<file path="src/hdl/gvdmf_pkg.sv">
// ---------------------------------------------------------------------------
// gvdmf_pkg
// shared constants and types of the grid vertex-disjoint max-flow block
// ---------------------------------------------------------------------------
package gvdmf_pkg;

  localparam int MAX_ROWS  = 16;
  localparam int MAX_COLS  = 16;
  localparam int CELL_CAP  = MAX_ROWS * MAX_COLS;
  localparam int CELL_W    = (CELL_CAP > 1) ? $clog2(CELL_CAP) : 1;
  localparam int NODE_CAP  = 2 * CELL_CAP;
  localparam int NODE_W    = CELL_W + 1;
  localparam int Q_CNT_W   = NODE_W + 1;
  localparam int ROW_W     = (MAX_ROWS > 1) ? $clog2(MAX_ROWS) : 1;
  localparam int COL_W     = (MAX_COLS > 1) ? $clog2(MAX_COLS) : 1;
  localparam int ROW_CNT_W = $clog2(MAX_ROWS + 1);
  localparam int COL_CNT_W = $clog2(MAX_COLS + 1);

  localparam int CFG_W     = 5;
  localparam int CFG_IDX_W = 2;
  localparam int OUT_W     = 5;
  localparam int TDATA_W   = 8;

  localparam logic [CFG_IDX_W-1:0] CFG_ROW_COUNT = 2'd0;
  localparam logic [CFG_IDX_W-1:0] CFG_COL_COUNT = 2'd1;
  localparam logic [CFG_W-1:0]     CFG_RESET     = 5'd16;

  localparam logic [1:0] DIR_UP    = 2'd0;
  localparam logic [1:0] DIR_DOWN  = 2'd1;
  localparam logic [1:0] DIR_LEFT  = 2'd2;
  localparam logic [1:0] DIR_RIGHT = 2'd3;

  typedef logic [CELL_W-1:0]    cell_t;
  typedef logic [ROW_W-1:0]     row_t;
  typedef logic [COL_W-1:0]     col_t;
  typedef logic [ROW_CNT_W-1:0] row_cnt_t;
  typedef logic [COL_CNT_W-1:0] col_cnt_t;

  // one cell request from the front to the solver
  typedef struct packed {
    logic  cell_open;
    logic  last_cell;
    cell_t load_index;
  } cmd_t;

endpackage

</file>
<file path="src/hdl/gvdmf_cmd_fifo.sv">
// ---------------------------------------------------------------------------
// gvdmf_cmd_fifo
// two-entry request queue between the front and the solver
// ---------------------------------------------------------------------------
module gvdmf_cmd_fifo (
  input  logic            clk,
  input  logic            rst,
  input  logic            push,
  output logic            push_ready,
  input  gvdmf_pkg::cmd_t push_cmd,
  output logic            pop_valid,
  input  logic            pop,
  output gvdmf_pkg::cmd_t pop_cmd
);
  import gvdmf_pkg::*;

  cmd_t       slots [2];
  logic       wr_ptr;
  logic       rd_ptr;
  logic [1:0] fill;

  assign push_ready = fill != 2'd2;
  assign pop_valid  = fill != 2'd0;
  assign pop_cmd    = slots[rd_ptr];

  always_ff @(posedge clk) begin
    if (push && push_ready) begin
      slots[wr_ptr] <= push_cmd;
    end
  end

  always_ff @(posedge clk) begin
    if (rst) begin
      wr_ptr <= 1'b0;
      rd_ptr <= 1'b0;
      fill   <= 2'd0;
    end else begin
      if (push && push_ready) begin
        wr_ptr <= ~wr_ptr;
      end
      if (pop && pop_valid) begin
        rd_ptr <= ~rd_ptr;
      end
      unique case ({push && push_ready, pop && pop_valid})
        2'b10:   fill <= fill + 2'd1;
        2'b01:   fill <= fill - 2'd1;
        default: fill <= fill;
      endcase
    end
  end

endmodule

</file>
<file path="config.mk">
export PLATFORM = sky130hd
export DESIGN_NAME = gvdmf_cmd_fifo
export DESIGN_NICKNAME = d
export VERILOG_FILES = /design/src/hdl/gvdmf_pkg.sv /design/src/hdl/gvdmf_cmd_fifo.sv
export SDC_FILE = /design/constraint.sdc
export NUM_CORES = 1
export LEC_CHECK = 0
export BUFFER_PORTS_ARGS = -buffer_cell sky130_fd_sc_hd__buf_2
export CORE_ASPECT_RATIO = 1.1
export CORE_MARGIN = 8
export CORE_UTILIZATION = 44
export CTS_CLUSTER_DIAMETER = 40
export DETAILED_ROUTE_END_ITERATION = 8
export GPL_TIMING_DRIVEN = 0
export PLACE_DENSITY = 0.68
export SLEW_MARGIN = 20
export SYNTH_ARGS = -nofsm -noshare
export SYNTH_HDL_FRONTEND = slang
export SYNTH_SLANG_ARGS = --single-unit
</file>
<file path="constraint.sdc">
create_clock -name clk -period 1.6 [get_ports clk]
set_clock_uncertainty 0.2 [all_clocks]
set_input_delay 0 -clock clk [delete_from_list [all_inputs] [get_ports clk]]
set_output_delay 0 -clock clk [all_outputs]
set_load 0.01 [all_outputs]
</file>
==> summary.txt <==
Worst setup path
  – R2R cell count: 5
  – Critical-path maximum fanout: 5
  – Worst path slowest cell: dfxtp_2
  – Critical Path, Cell by Cell: o21a_1 -> ha_4 -> xnor2_1 -> or3_1 -> a21oi_1
  – RR Startpoint: fill[1]
  – Critical path arrival: 1.63 ns
  – Reg2reg end: fill[1]
  – Internal reg-to-reg setup slack: 0.01 ns
  – WS Path Type: reg -> reg
  – Startpoint Class: flip-flop
  – Cell family with most CP delay: flip-flops
  – Buf/Inv on CP: 0
  – CP Capture Type: flip-flop
  – Crit-path max cell delay: 0.37 ns
  – Critical Path RT: 1.64 ns

Clock network
  – Clk Latency, worst-skew pair: 0.30 ns
  – H-tree level count: 1
  – Clock slew at reported path FFs: 0.12 ns
  – CTS max path bufs: 2
  – Root Buffer: clkbuf_4
  – CTS buffer count: 3
  – CTS sink cnt: 25
  – CTS tree: built

Synth
  – Syn Area/Cell: 17.11 um2
  – Top cells by area, synth: edfxtp_1, mux2_2, dfxtp_1, xnor2_1, ha_1
  – Synthesized Nets: 70
  – Synth top area share: 63.83%
  – Syn Inst Count: 55
  – Netlist cell types: 19
  – Sequential share of the synthesized area: 74.47%
  – #FFs+latches synth: 25
  – Dominant cell type by area after synthesis: edfxtp_1
  – Synth warn: 0
  – Synthesized area: 940.9 um2

Place
  – Placer Congestion: 0.6167
  – Post-DP HPWL: 1153 um
  – Area after DPL: 1110 um2
  – Port bufs: 25

Power
  – Worst VDD drop: 0.0008538 V
  – Tot Pwr: 1.832 mW
  – P per Cell Area: 1407 nW/um2
  – Pleak: 0.5065 nW

Global routing
  – Initial antenna violation count: 0
  – First-pass GRT wire length: 2559 um
  – Grt total ovfl: 0
  – Total track usage: 8.687%
  – Largest net degree at the start of global routing: 15
  – Vias in the first global route: 578

Worst hold path
  – Hold path endpoint: slots[0][9]
  – Hold Path Stages: 2
  – Min-delay worst type: in -> reg
  – Min-Delay Startpoint: push_cmd[9]

Detailed routing
  – Vias: 577
  – Routed len/inst: 12.91 um
  – TritonRoute pass-1 iters: 2
  – Detailed Route Iter0 Violations: 9
  – DRC errors left: 0
  – Via-to-Cell Ratio: 4.579
  – Final WL: 1627 um
  – Antenna-violating nets left: 0

Floorplan
  – Starting Density: 46.56%
  – Row count: 17
  – Die Wd: 60.09 um
  – Core Region: 2021 um2
  – Die ar.: 3876 um2
  – Ports: 26
  – Die Y: 64.50 um

Timing
  – Final Hold Viols: 0
  – Slew HR: 74.01%
  – Slew Viols, Final: 0
  – # setup viols final: 0
  – RSZ-0062 raised after global routing: yes
  – Min Hold Slack: 0.2105 ns
  – Slew @ Worst Pin: 0.3895 ns
  – F_max: 629.0 MHz
  – Final Cycle Share: 99.36%
  – Min cycle time layout: 1.590 ns

Layout
  – Area grow syn2layout: 38.43%
  – Ant. Diodes: 0
  – Share of cells above drive strength 1: 50.00%
  – Most frequent cells in the layout: buf_2, edfxtp_1, dlygate4sd3_1
  – Final #Nets: 114
  – Post-route design area: 1303 um2
  – Leading cell type in the layout, fill and taps excluded: buf_2

Outcome
  – Status: finished clean

Flow run
  – Max Cap Violations: 0
kinds of logic after synthesis:
| family | count (synthesis) | synth area share [%] |
|---|---|---|
| DFF | 25 | 74.47 |
| adders and majority gates | 1 | 1.330 |
| xor gates and xnor gates | 3 | 2.793 |
| buffers and inverters | 2 | 0.9300 |
| muxes | 10 | 11.97 |
| and+or+nand+nor | 9 | 5.055 |
| AOI/OAI and AO/OA | 5 | 3.457 |
synth_stat cells:
master,number
edfxtp_1,20
mux2_2,10
dfxtp_1,5
nor2_1,3
a21oi_1,2
xnor2_1,2
a21bo_2,1
and3_1,1
buf_2,1
ha_1,1
inv_1,1
nand2_1,1
nand2b_1,1
nand3b_1,1
o21a_1,1
o21ai_0,1
or2_2,1
or3_1,1
xor2_1,1
layer usage:
metal  vias to the layer above  routed length, um  global-route usage, %
met2                        16                873                  15.11
li1                        291                  -                      -
met4                         0                 19                  3.582
met1                       268                629                  9.231
met5                         -                  0                      0
met3                         2                104                  2.959
stage by stage:
stage          setup slack [ns]  TNS (ns)  instances  utilization [%]
2_1_floorplan         0.0006257         0         55                -
3_5_place_dp            -0.1002   -0.1002        108            54.92
4_1_cts                0.002964         0        125            64.02
3_3_place_gp           -0.01264  -0.01264        108            54.92
6_report                0.01021         0        126            64.46
5_1_grt                -0.04857  -0.04857        126            64.46
worst max-delay path by stage:
| stage | startpoint | endpoint | cells past startpoint |
|---|---|---|---|
| floorplan | fill[0] | fill[1] | 5 |
| global placement | fill[1] | fill[1] | 4 |
| detailed placement | fill[0] | fill[1] | 5 |
| CTS | fill[0] | slots[1][8] | 2 |
| global route | fill[0] | fill[1] | 5 |
| finish | fill[1] | fill[1] | 5 |
where the power goes:
group,leakage (nW),switching [mW],internal [mW]
combinational,0.259,0.313,0.359
sequential,0.229,0.0570,0.844
clock,0.0177,0.166,0.0933
area by class of cell:
class,instances,area (um2)
buffer,1,7.507
clock buffer,3,22.52
clock inverter,1,5.005
fill,174,718.2
inverter,1,3.754
multi-input combinational,28,260.3
sequential,25,705.7
tap,28,35.03
timing repair buffer,39,262.8
state kept, by name (all words and copies together) (netlist names), named ones only:
register  cells
rd_ptr        1
fill          2
slots        20
wr_ptr        1
what timing repair did:
| item | in CTS | in global routing |
|---|---|---|
| cloned | 0 | 0 |
| endpoints found under the setup margin | 2 | 14 |
| buffers inserted | 0 | 1 |
| endpoints found under the hold margin | 25 | 0 |
| resized for setup | 6 | 1 |
| pin swaps | 1 | 0 |
| hold buffers | 13 | 0 |
No activity file was read; power rests on OpenSTA's default activity.
