**src/hdl/gvdmf_pkg.sv**
```systemverilog
// ---------------------------------------------------------------------------
// gvdmf_pkg
// shared constants and types of the grid vertex-disjoint max-flow block
// ---------------------------------------------------------------------------
package gvdmf_pkg;

  localparam int MAX_ROWS  = 16;
  localparam int MAX_COLS  = 16;
  localparam int CELL_CAP  = MAX_ROWS * MAX_COLS;
  localparam int CELL_W    = (CELL_CAP > 1) ? $clog2(CELL_CAP) : 1;
  localparam int NODE_CAP  = 2 * CELL_CAP;
  localparam int NODE_W    = CELL_W + 1;
  localparam int Q_CNT_W   = NODE_W + 1;
  localparam int ROW_W     = (MAX_ROWS > 1) ? $clog2(MAX_ROWS) : 1;
  localparam int COL_W     = (MAX_COLS > 1) ? $clog2(MAX_COLS) : 1;
  localparam int ROW_CNT_W = $clog2(MAX_ROWS + 1);
  localparam int COL_CNT_W = $clog2(MAX_COLS + 1);

  localparam int CFG_W     = 5;
  localparam int CFG_IDX_W = 2;
  localparam int OUT_W     = 5;
  localparam int TDATA_W   = 8;

  localparam logic [CFG_IDX_W-1:0] CFG_ROW_COUNT = 2'd0;
  localparam logic [CFG_IDX_W-1:0] CFG_COL_COUNT = 2'd1;
  localparam logic [CFG_W-1:0]     CFG_RESET     = 5'd16;

  localparam logic [1:0] DIR_UP    = 2'd0;
  localparam logic [1:0] DIR_DOWN  = 2'd1;
  localparam logic [1:0] DIR_LEFT  = 2'd2;
  localparam logic [1:0] DIR_RIGHT = 2'd3;

  typedef logic [CELL_W-1:0]    cell_t;
  typedef logic [ROW_W-1:0]     row_t;
  typedef logic [COL_W-1:0]     col_t;
  typedef logic [ROW_CNT_W-1:0] row_cnt_t;
  typedef logic [COL_CNT_W-1:0] col_cnt_t;

  // one cell request from the front to the solver
  typedef struct packed {
    logic  cell_open;
    logic  last_cell;
    cell_t load_index;
  } cmd_t;

endpackage

```
**src/hdl/gvdmf_front.sv**
```systemverilog
// ---------------------------------------------------------------------------
// gvdmf_front
// accepts cells, numbers them in load order and marks the grid end
// ---------------------------------------------------------------------------
module gvdmf_front (
  input  logic            clk,
  input  logic            rst,
  input  logic            in_valid,
  output logic            in_ready,
  input  logic            cell_open,
  input  logic            last_cell,
  output logic            push,
  input  logic            push_ready,
  output gvdmf_pkg::cmd_t push_cmd
);
  import gvdmf_pkg::*;

  cell_t load_index;

  assign in_ready = push_ready;
  assign push     = in_valid && push_ready;

  always_comb begin
    push_cmd.cell_open  = cell_open;
    push_cmd.last_cell  = last_cell;
    push_cmd.load_index = load_index;
  end

  always_ff @(posedge clk) begin
    if (rst) begin
      load_index <= '0;
    end else if (push) begin
      // the grid end, or the last position of the store, restarts loading at the first position
      if (last_cell || load_index == cell_t'(CELL_CAP - 1)) begin
        load_index <= '0;
      end else begin
        load_index <= load_index + cell_t'(1);
      end
    end
  end

endmodule

```
**config.mk**
```make
export PLATFORM = sky130hd
export DESIGN_NAME = gvdmf_front
export DESIGN_NICKNAME = d
export VERILOG_FILES = /design/src/hdl/gvdmf_pkg.sv /design/src/hdl/gvdmf_front.sv
export SDC_FILE = /design/constraint.sdc
export NUM_CORES = 1
export LEC_CHECK = 0
export ABC_AREA = 1
export BUFFER_PORTS_ARGS = -buffer_cell sky130_fd_sc_hd__buf_2
export CAP_MARGIN = 25
export CORE_MARGIN = 10
export CORE_UTILIZATION = 30
export DETAILED_ROUTE_END_ITERATION = 16
export GPL_ROUTABILITY_DRIVEN = 0
export GPL_TIMING_DRIVEN = 0
export PLACE_DENSITY = 0.53
export SLEW_MARGIN = 0
export SYNTH_ARGS = -nofsm -noshare
export SYNTH_HDL_FRONTEND = slang
export SYNTH_SLANG_ARGS = --single-unit
```
**constraint.sdc**
```tcl
create_clock -name clk -period 2.6 [get_ports clk]
set_clock_uncertainty 0.05 [all_clocks]
set_input_delay 0.52 -clock clk [delete_from_list [all_inputs] [get_ports clk]]
set_output_delay 0.52 -clock clk [all_outputs]
set_load 0.05 [all_outputs]
```
==> results of run 1 <==
==> per-layer routing <==
metal | routed length (um) | share of wire | GRT usage
met5 | 0 | 0 | 0
met4 | 41 | 0.040 | 0.0705
met3 | 95 | 0.093 | 0.0343
met2 | 466 | 0.46 | 0.0971
met1 | 416 | 0.41 | 0.0653
==> cell usage after synthesis <==
master    instances  area share
xor2_1            5       0.098
inv_4             1       0.014
nor2_4            2       0.051
nor2_1            8       0.067
nand2_4           1       0.025
dfxtp_1           8        0.36
nand3_1           1       0.011
ha_1              1       0.028
nand3_2           1       0.022
nand2_1          14        0.12
nand4_1           2       0.028
nor2_2            2       0.028
buf_4             3       0.051
nand3b_4          1       0.045
inv_1             4       0.034
xnor2_1           1       0.020
==> through the flow <==
stage	utilization	cells	hold slack [ns]	area, sq um	power (mW)
after CTS	0.420	89	0.493	567	0.273
after floorplan	-	55	0.686	445	0.162
after global placement	0.403	86	0.472	544	0.174
after detailed placement	0.403	86	0.485	544	0.174
after global routing	0.420	89	0.536	567	0.281
final	0.420	89	0.489	567	0.267
==> final cells by class <==
cell class                      count  area [sq um]  share of cell area
Multi-Input combinational cell     39           241               0.426
Sequential cell                     8           160               0.283
Timing Repair Buffer               16          80.1               0.141
Clock buffer                        3          22.5              0.0397
Buffer                              3          22.5              0.0397
Inverter                            5          21.3              0.0375
Tap cell                           15          18.8              0.0331
==> worst min-delay path: cells and delay by family (launching register included) <==
family	cells	cell delay (ns)
DFF	1	0.32
and+or+nand+nor	3	0.13
buffers and inverters	1	0.05
==> report_power, final <==
| group | leakage, nW | switching [mW] | internal, mW |
|---|---|---|---|
| sequential | 0.0646 | 0.00178 | 0.124 |
| clock | 0.0138 | 0.0439 | 0.0529 |
| combinational | 0.194 | 0.0311 | 0.0133 |
| total | 0.272 | 0.0768 | 0.191 |
==> kinds of logic after synthesis <==
group                    synth area share
flip-flops                          0.360
AND/OR/NAND/NOR                     0.396
XOR/XNOR                            0.118
adder cells (fa/ha/maj)            0.0281
buffers and inverters              0.0983
==> placed cells by master (no fill, tap or decap) <==
master and count:
buf_2 16, buf_4 3, clkbuf_4 3, dfxtp_1 8, ha_1 1, inv_1 4, inv_4 1, nand2_1 14
nand2_4 1, nand3_1 1, nand3_2 1, nand3b_4 1, nand4_1 2, nor2_1 8, nor2_2 2, nor2_4 2
xnor2_1 1, xor2_1 5
==> worst max path at each step <==
stage	from	slack [ns]	end	depth (start not counted)
floorplan	load_index[0]	1.02	load_index[6]	6
global placement	push_ready	0.95	push	4
detailed placement	push_ready	0.94	push	4
CTS	push_ready	0.94	push	4
global route	push_ready	0.92	push	4
finish	push_ready	0.95	push	4
==> results.yml, run 1 <==
sta:
  drv_slew: 0
  fmax_ghz: 0.608
  finalCritPeriodShare: 0.633
  setup_viol: 0
  fin_tns_setup_ns: 0
  rsz0062_at_grt: "false"
  tightestPinTransition_ns: 0.252
  slew_headroom: 0.833
  period_minus_slack_ns: 1.65
  hold_viol: 0
  fin_ws_ns: 0.954
global_routing:
  grt_pass1_vias: 391
  antenna_found_initial: 0
  grt.overflow.total: 0
  grt_max_degree: 9
  grt_usage: 0.0670
  grt_pass1_wl_mm: 1.73
floorplanning:
  die-area_sq_um: 3430
  start_util: 0.330
  die_h_um: 58.5
  die_w_um: 58.5
  ios: 18
  core_area_sq_um: 1350
  fp-row-count: 13
finish:
  fillers: 164
  largestRegisters: "load_index x8"
  num_antenna_cells: 0
  syn_to_final_growth_pct: 27.2
  largest_register_ffs: 8
  regMostFlops: "load_index"
  nets: 83
  drive_gt1_frac: 0.405
setup_path:
  worstPathArrival_ns: 1.08
  path_max_fanout: 7
  path_cells: "buf_2 -> nand2_4 -> inv_4 -> buf_2"
  worstRegToRegCells: 6
  critPathLaunchType: "input port"
  slowest_stage: "buf_2"
  cpPeakStageDelay_ns: 0.27
  r2r-end: "load_index[7]"
  path_buf_inv: 3
  critPathTopFamily: "buffers and inverters"
  r2r_start: "load_index[0]"
  timing.reg2reg.setup_slack_ns: 1.34
  crit_type: "input port to primary output"
  required_ns: 2.03
  endpoint_kind: "primary output"
  cp_common_cell: "buf_2"
cts:
  cts_tree: "built"
  clock_path_buffers: 2
  clk_latency_ns: 0.26
  hold_buffers: 0
  htree_levels: 1
  path_clk_slew_ns: 0.05
  clockRootBuffer: "clkbuf_4"
  numCtsBuffers: 3
  post_cts_buffers: 0
  post_cts_resized: 0
  clock-sinks: 8
routing:
  drt_wl_total_mm: 1.02
  vias: 402
  drc: 0
  dr.pass1.iters: 4
  postRouteAntennaNets: 0
  viasPerCell: 4.52
  wl_per_cell_um: 11.5
  drt_iter0_markers: 3
synthesis:
  synth-seq-cells: 8
  avgSynthCellArea_sq_um: 8.10
  yosysSeqAreaShare: 0.360
  synth_area_sq_um: 445
  yosysWarnings: 0
  postSynthCellCount: 55
  ys_types: 16
  synth_nets: 62
status:
  status: "finished clean"
placement:
  io_buffer_count: 16
  dpl.hpwl_um: 817
  dpl_worst_slack_ns: 0.945
hold_path:
  hold_end: "load_index[7]"
  whs_path_depth: 4
  holdCritPathClass: "flop to flop"
  min-delay-start: "load_index[7]"
power:
  leakage_nw: 0.272
  worst_ir_drop_vdd_mv: 0.192
  p_per_area_nw_per_um2: 472
job:
  cap_viol_max_count: 0
Note: power is estimated with default switching activity, not from simulation.
==> run 2: changes to the inputs <==
--- a/config.mk
+++ b/config.mk
@@ -13,7 +13,7 @@
 export DETAILED_ROUTE_END_ITERATION = 16
 export GPL_ROUTABILITY_DRIVEN = 0
 export GPL_TIMING_DRIVEN = 0
-export PLACE_DENSITY = 0.53
+export PLACE_DENSITY = 0.55
 export SLEW_MARGIN = 0
 export SYNTH_ARGS = -nofsm -noshare
 export SYNTH_HDL_FRONTEND = slang
==> constraint.sdc (replaced) <==
create_clock -name clk -period 1.34 [get_ports clk]
set_clock_uncertainty 0.05 [all_clocks]
set_input_delay 0.268 -clock clk [delete_from_list [all_inputs] [get_ports clk]]
set_output_delay 0.268 -clock clk [all_outputs]
set_load 0.05 [all_outputs]
==> results.yml, run 2 (synthesized netlist as in run 1, its figures left out) <==
status:
  status: "finished clean"
finish:
  final_common_cell: "buf_2"
  fin_util: 0.435
  nets: 83
  layout_common_cells: "buf_2 (16), nand2_1 (14), nor2_1 (8)"
  largest_register_ffs: 8
  largestRegisters: "load_index x8"
  syn_to_final_growth_pct: 31.7
  num_antenna_cells: 0
  regMostFlops: "load_index"
  drive_gt1_frac: 0.500
global_routing:
  grt.overflow.total: 0
  grt_pass1_vias: 402
  grt_usage: 0.0644
  grt_pass1_wl_mm: 1.69
  antenna_found_initial: 0
  grt_max_degree: 9
power:
  leakage_nw: 0.277
  worst_ir_drop_vdd_mv: 0.323
  power_mw: 0.511
  p_per_area_nw_per_um2: 871
setup_path:
  timing.reg2reg.setup_slack_ns: 0.13
  slowest_stage: "dfxtp_1"
  cpPeakStageDelay_ns: 0.40
  crit_type: "flop to primary output"
  endpoint_kind: "primary output"
  path_max_fanout: 4
  path_cells: "buf_2"
  path_buf_inv: 1
  worstPathArrival_ns: 0.94
  required_ns: 1.02
  critPathLaunchType: "flop"
  critPathTopFamily: "flip-flops"
floorplanning:
  fp-row-count: 13
  die_h_um: 58.5
  die-area_sq_um: 3430
  start_util: 0.330
  core_area_sq_um: 1350
  die_w_um: 58.5
  ios: 18
routing:
  viasPerCell: 4.44
  met3_length_um: 102
  vias: 395
  postRouteAntennaNets: 0
  drc: 0
  dr.max_layer_used: "met4"
  wl_per_cell_um: 10.9
  dr.pass1.iters: 4
  drt-met1-wl_um: 375
  met2_length_um: 470
  drt_wl_total_um: 970
  drt_iter0_markers: 6
sta:
  timing.hold.ws_ns: 0.301
  fin_ws_ns: 0.0831
  slew_headroom: 0.832
  hold_viol: 0
  fmax_ghz: 0.796
  period_minus_slack_ns: 1.26
  fin_tns_setup_ns: 0
  setup_viol: 0
  rsz0062_at_grt: "false"
  tightestPinTransition_ns: 0.253
  drv_slew: 0
  finalCritPeriodShare: 0.938
cts:
  clockRootBuffer: "clkbuf_4"
  clk_latency_ns: 0.25
  path_clk_slew_ns: 0.06
  numCtsBuffers: 3
  clock_path_buffers: 2
  cts_tree: "built"
  clock-sinks: 8
  htree_levels: 1
job:
  cap_viol_max_count: 0
placement:
  dpl_worst_slack_ns: 0.119
  io_buffer_count: 16
  dpl.hpwl_um: 817
hold_path:
  holdCritPathClass: "input port to flop"
## run 2: cell counts in the layout (fill, tap and decap cells not counted)
Identical to the previous run, type by type.
## run 2: final timing paths
kind | startpoint | to | cells past startpoint
max reg2reg | load_index[1] | load_index[5] | 6
min | rst | load_index[1] | 3
max | load_index[6] | push_cmd[6] | 1
min reg2reg | load_index[7] | load_index[7] | 4
## run 2: final cells by class
class | count | area, sq um
Buffer | 3 | 22.5
Clock buffer | 3 | 22.5
Fill cell | 150 | 763
Inverter | 5 | 21.3
Multi-Input combinational cell | 39 | 249
Sequential cell | 8 | 173
Tap cell | 15 | 18.8
Timing Repair Buffer | 16 | 80.1
## run 2: per-stage QoR
step | cells | area (sq um)
floorplan | 55 | 458
global placement | 86 | 557
detailed placement | 86 | 557
CTS | 89 | 579
global route | 89 | 587
finish | 89 | 587
## run 2: power by group
part / leakage (nW) / switching [mW] / total, mW / internal [mW]
Sequential: 0.0682 / 0.00374 / 0.244 / 0.240
Combinational: 0.195 / 0.0602 / 0.0861 / 0.0259
Clock: 0.0138 / 0.0789 / 0.181 / 0.102
Total: 0.277 / 0.143 / 0.511 / 0.368
## run 2: per-layer routing
metal	vias to the layer above	global-route usage
met5	-	0
met4	0	0.0503
met3	2	0.0408
met2	12	0.0971
met1	177	0.0617
li1	204	-
## run 2: timing repair
item,4_1_cts,5_1_grt
resized for setup,0,1
hold buffers,0,0
buffers inserted,0,0
setup endpoints to repair,0,1
==> run 3: changes to the inputs <==
--- a/config.mk
+++ b/config.mk
@@ -9,11 +9,10 @@
 export BUFFER_PORTS_ARGS = -buffer_cell sky130_fd_sc_hd__buf_2
 export CAP_MARGIN = 25
 export CORE_MARGIN = 10
-export CORE_UTILIZATION = 30
+export CORE_UTILIZATION = 25
 export DETAILED_ROUTE_END_ITERATION = 16
 export GPL_ROUTABILITY_DRIVEN = 0
-export GPL_TIMING_DRIVEN = 0
-export PLACE_DENSITY = 0.55
+export PLACE_DENSITY = 0.48
 export SLEW_MARGIN = 0
 export SYNTH_ARGS = -nofsm -noshare
 export SYNTH_HDL_FRONTEND = slang
==> results.yml, run 3 (synthesized netlist as in run 1, its figures left out) <==
cts:
  post_cts_buffers: 0
  clock-sinks: 8
  hold_buffers: 0
  cts_tree: "built"
  post_cts_resized: 0
  path_clk_slew_ns: 0.06
  htree_levels: 1
  clockRootBuffer: "clkbuf_4"
  numCtsBuffers: 3
  clock_path_buffers: 2
  clk_latency_ns: 0.26
power:
  p_per_area_nw_per_um2: 919
  worst_ir_drop_vdd_mv: 0.244
  leakage_nw: 0.258
  power_mw: 0.522
floorplanning:
  die_w_um: 62.2
  start_util: 0.261
  fp-row-count: 15
  die_h_um: 62.2
  ios: 18
  core_area_sq_um: 1710
  die-area_sq_um: 3870
routing:
  wl_per_cell_um: 10.2
  dr.pass1.iters: 3
  drt_iter0_markers: 2
  vias: 376
  drc: 0
  viasPerCell: 3.92
  drt_wl_total_um: 977
  postRouteAntennaNets: 0
global_routing:
  grt_pass1_wl_mm: 1.71
  antenna_found_initial: 0
  grt_max_degree: 9
  grt.overflow.total: 0
  grt_pass1_vias: 388
  grt_usage: 0.0549
finish:
  drive_gt1_frac: 0.451
  num_antenna_cells: 0
  regMostFlops: "load_index"
  nets: 79
  final_common_cell: "buf_2"
  layout_common_cells: "buf_2 (15), nand2_1 (14), nor2_1 (8), xor2_1 (5)"
  layout.cells.non_filler: 96
  largestRegisters: "load_index x8"
  syn_to_final_growth_pct: 27.5
  largest_register_ffs: 8
setup_path:
  r2r_start: "load_index[0]"
  critPathLaunchType: "flop"
  worstPathArrival_ns: 0.92
  crit_type: "flop to primary output"
  worstRegToRegCells: 6
  path_max_fanout: 4
  required_ns: 1.02
  timing.reg2reg.setup_slack_ns: 0.13
  endpoint_kind: "primary output"
  path_buf_inv: 1
  worst-path-stages: 1
  path_cells: "buf_2"
  r2r-end: "load_index[7]"
  crit_start: "load_index[6]"
  endpoint: "push_cmd[6]"
  cpPeakStageDelay_ns: 0.38
  slowest_stage: "dfxtp_1"
  critPathTopFamily: "flip-flops"
sta:
  finalCritPeriodShare: 0.925
  tightestPinTransition_ns: 0.256
  fmax_ghz: 0.807
  drv_slew: 0
  fin_tns_setup_ns: 0
  slew_headroom: 0.830
  hold_viol: 0
  timing.hold.ws_ns: 0.286
  rsz0062_at_grt: "false"
  setup_viol: 0
  period_minus_slack_ns: 1.24
status:
  status: "finished clean"
placement:
  dpl.hpwl_um: 794
  io_buffer_count: 15
  dp_cells: 92
job:
  cap_viol_max_count: 0
hold_path:
  holdCritPathClass: "input port to flop"
## run 3: through the flow
| step | cell area [sq um] | worst slack [ns] | util |
|---|---|---|---|
| detailed placement | 542 | 0.130 | 0.317 |
| global placement | 542 | 0.143 | 0.317 |
| CTS | 568 | 0.0868 | 0.333 |
| finish | 568 | 0.100 | 0.333 |
| global route | 568 | 0.0215 | 0.333 |
| floorplan | 458 | 0.0689 | - |
## run 3: layout make-up
type                       instances  area, sq um
fill                             197         1140
timing repair buffer              15         75.1
inverter                           5         21.3
sequential                         8          173
clock buffer                       4         26.3
tap                               25         31.3
multi-input combinational         39          241
## run 3: worst min path at each step
stage	from	to	slack [ns]	cells past startpoint
floorplan	rst	load_index[1]	0.44	2
detailed placement	load_index[3]	load_index[3]	0.48	2
global route	rst	load_index[1]	0.30	3
global placement	load_index[0]	load_index[0]	0.47	2
finish	rst	load_index[1]	0.29	3
CTS	rst	load_index[1]	0.29	3
## run 3: tightest hold or removal path: cells and delay by family
kind          cells  cell delay, ns
buf+inv           1            0.07
simple gates      2            0.22
## run 3: report_power, final
part	total, mW	switching, mW	leakage [nW]	internal, mW
Clock	0.206	0.0919	0.0150	0.115
Sequential	0.243	0.00345	0.0682	0.239
Combinational	0.0727	0.0531	0.175	0.0196
## run 3: per-layer routing
layer / GRT usage / vias to the layer above / wire (um)
met4: 0.0429 / 0 / 13
li1: - / 196 / -
met1: 0.0617 / 168 / 450
met5: 0 / - / 0
met2: 0.0859 / 10 / 473
met3: 0.0143 / 2 / 40
